--- src/hdl/pia_pkg.sv ---
package pia_pkg;

    localparam logic [7:0] TYPE_LO  = 8'h0D;
    localparam logic [7:0] TYPE_HI  = 8'h14;
    localparam logic [7:0] WIDTH_LO = 8'h0D;
    localparam logic [7:0] WIDTH_HI = 8'h14;
    localparam logic [7:0] INT_BASE = 8'h0C;

    localparam int unsigned CFG_INDEX_W = 8;
    localparam logic [CFG_INDEX_W-1:0] CFG_DATA_SIZE    = 8'd0;
    localparam logic [CFG_INDEX_W-1:0] CFG_START_OFFSET = 8'd1;

    typedef enum logic [2:0] {
        ERR_NONE  = 3'd0,
        ERR_TYPE  = 3'd1,
        ERR_WIDTH = 3'd2,
        ERR_COUNT = 3'd3,
        ERR_END   = 3'd4
    } err_code_t;

    typedef struct packed {
        logic [63:0] value;
        logic        last_element;
        logic        empty_array;
        err_code_t   error_code;
    } result_t;

endpackage

--- src/hdl/pia_skid.sv ---
module pia_skid (
    input  logic              clk,
    input  logic              rst_n,
    input  logic              in_valid,
    output logic              in_ready,
    input  pia_pkg::result_t  in_data,
    output logic              out_valid,
    input  logic              out_ready,
    output pia_pkg::result_t  out_data
);
    import pia_pkg::*;

    logic    head_valid_reg;
    result_t head_data_reg;
    logic    skid_valid_reg;
    result_t skid_data_reg;

    assign in_ready  = !skid_valid_reg;
    assign out_valid = head_valid_reg;
    assign out_data  = head_data_reg;

    always_ff @(posedge clk or negedge rst_n)
    begin
        if (!rst_n)
        begin
            head_valid_reg <= 1'b0;
            skid_valid_reg <= 1'b0;
        end
        else if (!head_valid_reg || out_ready)
        begin
            if (skid_valid_reg)
            begin
                head_valid_reg <= 1'b1;
                skid_valid_reg <= in_valid;
            end
            else
            begin
                head_valid_reg <= in_valid;
            end
        end
        else if (in_valid)
        begin
            skid_valid_reg <= 1'b1;
        end
    end

    always_ff @(posedge clk)
    begin
        if (!head_valid_reg || out_ready)
        begin
            if (skid_valid_reg)
            begin
                head_data_reg <= skid_data_reg;
                skid_data_reg <= in_data;
            end
            else
            begin
                head_data_reg <= in_data;
            end
        end
        else if (in_valid)
        begin
            skid_data_reg <= in_data;
        end
    end

endmodule

--- src/hdl/packed_int_array_decoder.sv ---
// Packed integer array decoder.
// s_* : one blob byte per transfer (s_tdata). Arrays follow each other with no gap:
//       type byte, little-endian count, width byte, little-endian elements.
// m_* : one transfer per finished element, per empty array and per fault.
//       m_tdata is the element, m_tlast ends an array, m_tuser flags empty/error.
// cfg : data_size (index 0) and start_offset (index 1); write while idle.
//       start_offset is sampled on the first byte after reset.
// Throughput: one byte per cycle while s_tready is high. Each byte is decoded in the
// cycle it is taken and its result, if any, passes through the output register to m_*.
// A two-entry output register lets bytes keep flowing while a result waits;
// s_tready drops only while both entries are held by a stalled receiver.
// Reset clears all decode state and empties both registers; the first byte is then a
// type byte. After a fault one error transfer is sent and every later byte is
// taken and dropped until the next reset.
module packed_int_array_decoder (
    input  logic                             clk,
    input  logic                             rst_n,
    input  logic                             s_tvalid,
    output logic                             s_tready,
    input  logic [7:0]                       s_tdata,   // [7:0] data_byte
    output logic                             m_tvalid,
    input  logic                             m_tready,
    output logic [63:0]                      m_tdata,   // [63:0] value
    output logic                             m_tlast,   // last_element
    output logic [3:0]                       m_tuser,   // [0] empty_array, [3:1] error_code
    input  logic                             cfg_valid,
    output logic                             cfg_ready,
    input  logic [pia_pkg::CFG_INDEX_W-1:0]  cfg_index,
    input  logic [31:0]                      cfg_data
);
    import pia_pkg::*;

    typedef enum logic [1:0] {
        PH_TYPE,
        PH_COUNT,
        PH_WIDTH,
        PH_ELEM
    } phase_t;

    phase_t      phase_reg,         phase_next;
    logic [3:0]  bytes_left_reg,    bytes_left_next;
    logic [2:0]  byte_shift_reg,    byte_shift_next;
    logic [63:0] acc_reg,           acc_next;
    logic [63:0] elems_left_reg,    elems_left_next;
    logic [3:0]  elem_width_reg,    elem_width_next;
    logic [32:0] pos_reg,           pos_next;
    logic        halted_reg,        halted_next;
    logic        started_reg,       started_next;
    logic [31:0] data_size_reg;
    logic [31:0] start_offset_reg;

    logic        in_fire;
    logic        res_valid;
    logic        res_ready;
    result_t     res;
    result_t     out_res;

    logic [32:0] p;
    logic [63:0] acc_or;
    logic        p_past_end;
    logic        count_end;
    logic        elem_end;
    logic [3:0]  w_new;
    logic [63:0] count_m1;
    logic [34:0] count_prod;
    logic        count_too_large;

    assign cfg_ready = 1'b1;
    assign s_tready  = res_ready;
    assign in_fire   = s_tvalid && s_tready;

    always_ff @(posedge clk or negedge rst_n)
    begin
        if (!rst_n)
        begin
            data_size_reg    <= '0;
            start_offset_reg <= '0;
        end
        else if (cfg_valid && cfg_ready)
        begin
            case (cfg_index)
                CFG_DATA_SIZE:    data_size_reg    <= cfg_data;
                CFG_START_OFFSET: start_offset_reg <= cfg_data;
                default:          ;
            endcase
        end
    end

    assign p          = started_reg ? pos_reg : {1'b0, start_offset_reg};
    assign acc_or     = acc_reg | (64'(s_tdata) << {byte_shift_reg, 3'b000});
    assign p_past_end = p >= {1'b0, data_size_reg};
    assign count_end  = ({1'b0, p} + 34'(bytes_left_reg)) > {2'b00, data_size_reg};
    assign elem_end   = ({1'b0, p} + 34'(elem_width_reg)) > {2'b00, data_size_reg};
    assign w_new      = 4'(s_tdata - INT_BASE);
    assign count_m1   = elems_left_reg - 64'd1;
    // count > size/w + 1  <=>  (count - 1) * w > size, for count >= 1
    assign count_prod = 35'(count_m1[31:0]) * 35'(w_new);
    assign count_too_large = (elems_left_reg != 64'd0) &&
                             ((count_m1[63:32] != 32'd0) ||
                              (count_prod > {3'b000, data_size_reg}));

    always_comb
    begin
        phase_next      = phase_reg;
        bytes_left_next = bytes_left_reg;
        byte_shift_next = byte_shift_reg;
        acc_next        = acc_reg;
        elems_left_next = elems_left_reg;
        elem_width_next = elem_width_reg;
        pos_next        = pos_reg;
        halted_next     = halted_reg;
        started_next    = started_reg;
        res_valid       = 1'b0;
        res.value        = '0;
        res.last_element = 1'b0;
        res.empty_array  = 1'b0;
        res.error_code   = ERR_NONE;

        if (in_fire && !halted_reg)
        begin
            started_next = 1'b1;
            pos_next     = p + 33'd1;
            case (phase_reg)
                PH_TYPE:
                begin
                    if (p_past_end)
                        res.error_code = ERR_END;
                    else if (s_tdata < TYPE_LO || s_tdata > TYPE_HI)
                        res.error_code = ERR_TYPE;
                    else
                    begin
                        bytes_left_next = w_new;
                        byte_shift_next = '0;
                        acc_next        = '0;
                        phase_next      = PH_COUNT;
                    end
                end
                PH_COUNT:
                begin
                    if (byte_shift_reg == 3'd0 && count_end)
                        res.error_code = ERR_END;
                    else
                    begin
                        acc_next        = acc_or;
                        byte_shift_next = byte_shift_reg + 3'd1;
                        bytes_left_next = bytes_left_reg - 4'd1;
                        if (bytes_left_reg == 4'd1)
                        begin
                            elems_left_next = acc_or;
                            phase_next      = PH_WIDTH;
                        end
                    end
                end
                PH_WIDTH:
                begin
                    if (p_past_end)
                        res.error_code = ERR_END;
                    else if (s_tdata < WIDTH_LO || s_tdata > WIDTH_HI)
                        res.error_code = ERR_WIDTH;
                    else if (count_too_large)
                        res.error_code = ERR_COUNT;
                    else
                    begin
                        elem_width_next = w_new;
                        if (elems_left_reg == 64'd0)
                        begin
                            res_valid        = 1'b1;
                            res.last_element = 1'b1;
                            res.empty_array  = 1'b1;
                            phase_next       = PH_TYPE;
                        end
                        else
                        begin
                            bytes_left_next = w_new;
                            byte_shift_next = '0;
                            acc_next        = '0;
                            phase_next      = PH_ELEM;
                        end
                    end
                end
                default:
                begin
                    if (byte_shift_reg == 3'd0 && bytes_left_reg == elem_width_reg && elem_end)
                        res.error_code = ERR_END;
                    else
                    begin
                        acc_next        = acc_or;
                        byte_shift_next = byte_shift_reg + 3'd1;
                        bytes_left_next = bytes_left_reg - 4'd1;
                        if (bytes_left_reg == 4'd1)
                        begin
                            elems_left_next  = count_m1;
                            res_valid        = 1'b1;
                            res.value        = acc_or;
                            res.last_element = (elems_left_reg == 64'd1);
                            if (elems_left_reg == 64'd1)
                                phase_next = PH_TYPE;
                            else
                            begin
                                bytes_left_next = elem_width_reg;
                                byte_shift_next = '0;
                                acc_next        = '0;
                            end
                        end
                    end
                end
            endcase

            if (res.error_code != ERR_NONE)
            begin
                res_valid   = 1'b1;
                halted_next = 1'b1;
                pos_next    = pos_reg;
            end
        end
    end

    always_ff @(posedge clk or negedge rst_n)
    begin
        if (!rst_n)
        begin
            phase_reg      <= PH_TYPE;
            bytes_left_reg <= '0;
            byte_shift_reg <= '0;
            acc_reg        <= '0;
            elems_left_reg <= '0;
            elem_width_reg <= '0;
            pos_reg        <= '0;
            halted_reg     <= 1'b0;
            started_reg    <= 1'b0;
        end
        else
        begin
            phase_reg      <= phase_next;
            bytes_left_reg <= bytes_left_next;
            byte_shift_reg <= byte_shift_next;
            acc_reg        <= acc_next;
            elems_left_reg <= elems_left_next;
            elem_width_reg <= elem_width_next;
            pos_reg        <= pos_next;
            halted_reg     <= halted_next;
            started_reg    <= started_next;
        end
    end

    pia_skid u_skid (
        .clk       (clk),
        .rst_n     (rst_n),
        .in_valid  (res_valid),
        .in_ready  (res_ready),
        .in_data   (res),
        .out_valid (m_tvalid),
        .out_ready (m_tready),
        .out_data  (out_res)
    );

    assign m_tdata = out_res.value;
    assign m_tlast = out_res.last_element;
    assign m_tuser = {out_res.error_code, out_res.empty_array};

    a_no_result_when_halted: assert property (@(posedge clk) disable iff (!rst_n)
        halted_reg |-> !res_valid)
        else $error("result produced while halted");

    a_error_halts: assert property (@(posedge clk) disable iff (!rst_n)
        res_valid && res.error_code != ERR_NONE |=> halted_reg)
        else $error("error result did not halt decoder");

    a_halt_sticky: assert property (@(posedge clk) disable iff (!rst_n)
        halted_reg |=> halted_reg)
        else $error("halt released without reset");

    a_empty_result_shape: assert property (@(posedge clk) disable iff (!rst_n)
        res_valid && res.empty_array |->
            res.last_element && res.value == 64'd0 && res.error_code == ERR_NONE)
        else $error("malformed empty-array result");

    a_elem_phase_width: assert property (@(posedge clk) disable iff (!rst_n)
        phase_reg == PH_ELEM |-> elem_width_reg != 4'd0 && elems_left_reg != 64'd0)
        else $error("element phase without width or count");

endmodule

--- config.mk ---
export PLATFORM = sky130hd
export DESIGN_NAME = packed_int_array_decoder
export DESIGN_NICKNAME = d
export VERILOG_FILES = /design/src/hdl/pia_pkg.sv /design/src/hdl/pia_skid.sv /design/src/hdl/packed_int_array_decoder.sv
export SDC_FILE = /design/constraint.sdc
export NUM_CORES = 1
export LEC_CHECK = 0
export BUFFER_PORTS_ARGS = -buffer_cell sky130_fd_sc_hd__buf_2
export CAP_MARGIN = 10
export CORE_MARGIN = 2
export CORE_UTILIZATION = 35
export DETAILED_ROUTE_END_ITERATION = 12
export MAX_ROUTING_LAYER = met4
export PLACE_DENSITY = 0.47
export SYNTH_ARGS = -nofsm -noshare
export SYNTH_HDL_FRONTEND = slang
export SYNTH_SLANG_ARGS = --single-unit
--- constraint.sdc ---
create_clock -name clk -period 13.4 [get_ports clk]
set_clock_uncertainty 0.2 [all_clocks]
set_input_delay 2.68 -clock clk [delete_from_list [all_inputs] [get_ports clk]]
set_output_delay 2.68 -clock clk [all_outputs]
set_load 0.01 [all_outputs]
==> results.sh <==
export IMPL_die_x_um=282
export IMPL_fin_crit_sh_pct=90.6
export IMPL_start_kind="input port"
export IMPL_wl_met3_um=4360
export IMPL_max_stage_delay_ns=0.67
export IMPL_dp_hpwl_um=64200
export IMPL_power_density_nw_per_um2=102
export IMPL_ys_ff_latch=380
export IMPL_drt_total_wl_um=85500
export IMPL_cp_common_cell="a21oi_1"
export IMPL_final_setup_tns_ns=0
export IMPL_io_buffers=123
export IMPL_ys_warn_count=0
export IMPL_async_flop_share_pct=63.7
export IMPL_critPathCaptureType="flip-flop"
export IMPL_p_int_mw=2.17
export IMPL_track_usage_pct=22.2
export IMPL_syn_inst=2973
export IMPL_max_freq_ghz=0.0824
export IMPL_status="finished, final reports clean"
export IMPL_drv_cap=0
export IMPL_cts_tree="done"
export IMPL_fillCellCount=7722
export IMPL_synth_cell_type_count=83
export IMPL_overflow=0
export IMPL_crit_slowest_cell="a2111oi_4"
export IMPL_hold_class="reg -> reg"
export IMPL_dr_first_iter_drc_count=1403
export IMPL_hold_violations=0
export IMPL_areaGrowthSynthToFinish_pct=11.6
export IMPL_cts_path_max_buffers=3
export IMPL_syn_nets=3272
export IMPL_grt_pass1_wl_um=133000
export IMPL_ys_seq_area_share_pct=37.7
export IMPL_antenna_found_initial=0
export IMPL_most_common_layout_cells="299 x nand2_1, 265 x a21oi_1, 240 x nor2_1, 240 x dfrtp_1, 222 x inv_1"
export IMPL_cts_resized=0
export IMPL_relSlewSlack_pct=22.9
export IMPL_num_rows=101
export IMPL_core_region_area_um2=76200
export IMPL_drive_above_1_share_pct=11.3
export IMPL_critPathRequiredTime_ns=13.45
export IMPL_path_clk_slew_ns=0.06
export IMPL_cts_buffers=47
export IMPL_viasPerCell=5.44
export IMPL_switching_power_mw=0.894
export IMPL_start_util_pct=35.5
export IMPL_rsz0062_at_grt="no"
export IMPL_route_detailed_drc=0
export IMPL_p_leak_nw=14.3
export IMPL_synth_edff_count=138
export IMPL_gp_congestion=0.921
export IMPL_cts_sinks=380
export IMPL_final_max_slew_violation_count=0
export IMPL_grt_pass1_vias=22200
export IMPL_setup_viol=0
export IMPL_cts_root_buf="clkbuf_16"
export IMPL_io_pins=125
export IMPL_vias=22300
export IMPL_ir_drop_v=0.0000847
export IMPL_post_cts_buffers=0
export IMPL_p_comb_share_pct=15.4
export IMPL_detail_route_antenna_nets=0
export IMPL_drt_pass1_iter_count=6
export IMPL_num_nets_final=3319
export IMPL_route_met2_wl_um=39000
export IMPL_n_antenna_cell=0
export IMPL_tightest_slew_ns=1.15
export IMPL_htreeDepth=2
export IMPL_p_sw_share_pct=29.2
export IMPL_criticalPathCategory="in -> reg"
export IMPL_layout_commonest_cell="nand2_1"
export IMPL_period_minus_slack_ns=12.13
export IMPL_clk_latency_ns=0.62
export IMPL_arrival_ns=12.19
export IMPL_path_max_fanout=62
export IMPL_synth_area_per_cell_um2=9.09
export IMPL_wl_met1_um=40300
export IMPL_synth_ff_type="dfrtp_1"
export IMPL_wl_per_cell_um=20.9
export IMPL_ctsHoldBuffers=0
export IMPL_grt_max_degree=147
export IMPL_die_area_um2=79500
export IMPL_clkPwrFrac_pct=42.7
export IMPL_die_y_um=282
export IMPL_seq_power_share_pct=41.9
export IMPL_power_mw=3.06
export IMPL_netlist_area_um2=27000
export IMPL_highest_layer="met4"
## worst paths after layout
kind | startpoint | end | slack [ns] | cells past startpoint
setup / recovery | s_tdata[2] | u_skid.skid_data_reg[32] | 1.27 | 32
hold / removal | halted_reg | halted_reg | 0.27 | 1
setup reg to reg | elems_left_reg[0] | u_skid.skid_data_reg[32] | 2.39 | 34
hold reg to reg | halted_reg | halted_reg | 0.27 | 1
max in group asynchronous | rst_n | elems_left_reg[27] | 9.63 | 2
min in group asynchronous | rst_n | start_offset_reg[14] | 1.91 | 1
## cell type report
cell class	instances	area (um^2)	share of cell area, %
inverter	225	845	2.80
clock buffer	61	1300	4.31
tap	1030	1290	4.27
timing repair buffer	148	826	2.74
clock inverter	27	283	0.938
sequential	380	10200	33.8
multi-input combinational	2218	15400	51.1
## layer usage
metal / global-route usage, % / up-vias
met2: 34.4 / 552
met1: 30.9 / 11100
li1: - / 10500
met4: 4.66 / 0
met3: 3.03 / 94
met5: - / -
## cells in the mapped netlist, types with 48 or more instances
library cell | number | area (um^2)
ha_1 | 184 | 2300
o21ai_0 | 201 | 1010
clkbuf_1 | 124 | 465
o31ai_1 | 66 | 495
a21oi_1 | 266 | 1330
edfxtp_1 | 138 | 4140
nor2b_1 | 50 | 313
fa_1 | 62 | 1240
a21o_1 | 92 | 691
mux2_2 | 48 | 541
dfrtp_1 | 242 | 6060
nor2_1 | 241 | 905
inv_1 | 222 | 833
nor3_1 | 52 | 260
nand3_1 | 84 | 420
xnor2_1 | 141 | 1230
nand2_1 | 300 | 1130
## power by group through the flow
stage	Combinational, mW	Sequential [mW]	Clock (mW)
floorplan	0.301	1.31	0
global placement	0.469	1.31	0
detailed placement	0.477	1.31	0
CTS	0.479	1.28	1.34
global route	0.532	1.29	1.38
finish	0.473	1.28	1.31
## critical path, delay by kind of cell
family / cells / cell delay, ns
AOI/OAI and AO/OA: 14 / 4.42
xor gates and xnor gates: 1 / 0.13
adders and majority gates: 5 / 2.29
buffers and inverters: 7 / 1.54
and+or+nand+nor: 5 / 0.99
## per-stage QoR
| step | instances | worst slack [ns] | area [um^2] | utilization, % | hold slack (ns) |
|---|---|---|---|---|---|
| after floorplan | 2973 | 0.133 | 27000 | - | 0.236 |
| after global placement | 4001 | 1.03 | 28600 | 37.5 | 0.254 |
| after detailed placement | 4001 | 0.777 | 28600 | 37.5 | 0.267 |
| after CTS | 4089 | 1.40 | 30200 | 39.6 | 0.280 |
| after global routing | 4089 | 0.643 | 30200 | 39.6 | 0.316 |
| final | 4089 | 1.27 | 30200 | 39.6 | 0.273 |
## cells by family after synthesis
| logic type | count (synthesis) | share of synthesized area [%] |
|---|---|---|
| xor gates and xnor gates | 167 | 5.41 |
| and+or+nand+nor | 953 | 16.8 |
| adders and majority gates | 246 | 13.1 |
| muxes | 100 | 4.44 |
| AOI/OAI and AO/OA | 751 | 17.0 |
| other | 1 | 0.0139 |
| buffers and inverters | 375 | 5.51 |
| DFF | 380 | 37.7 |
Note: power is estimated with default switching activity, not from simulation.
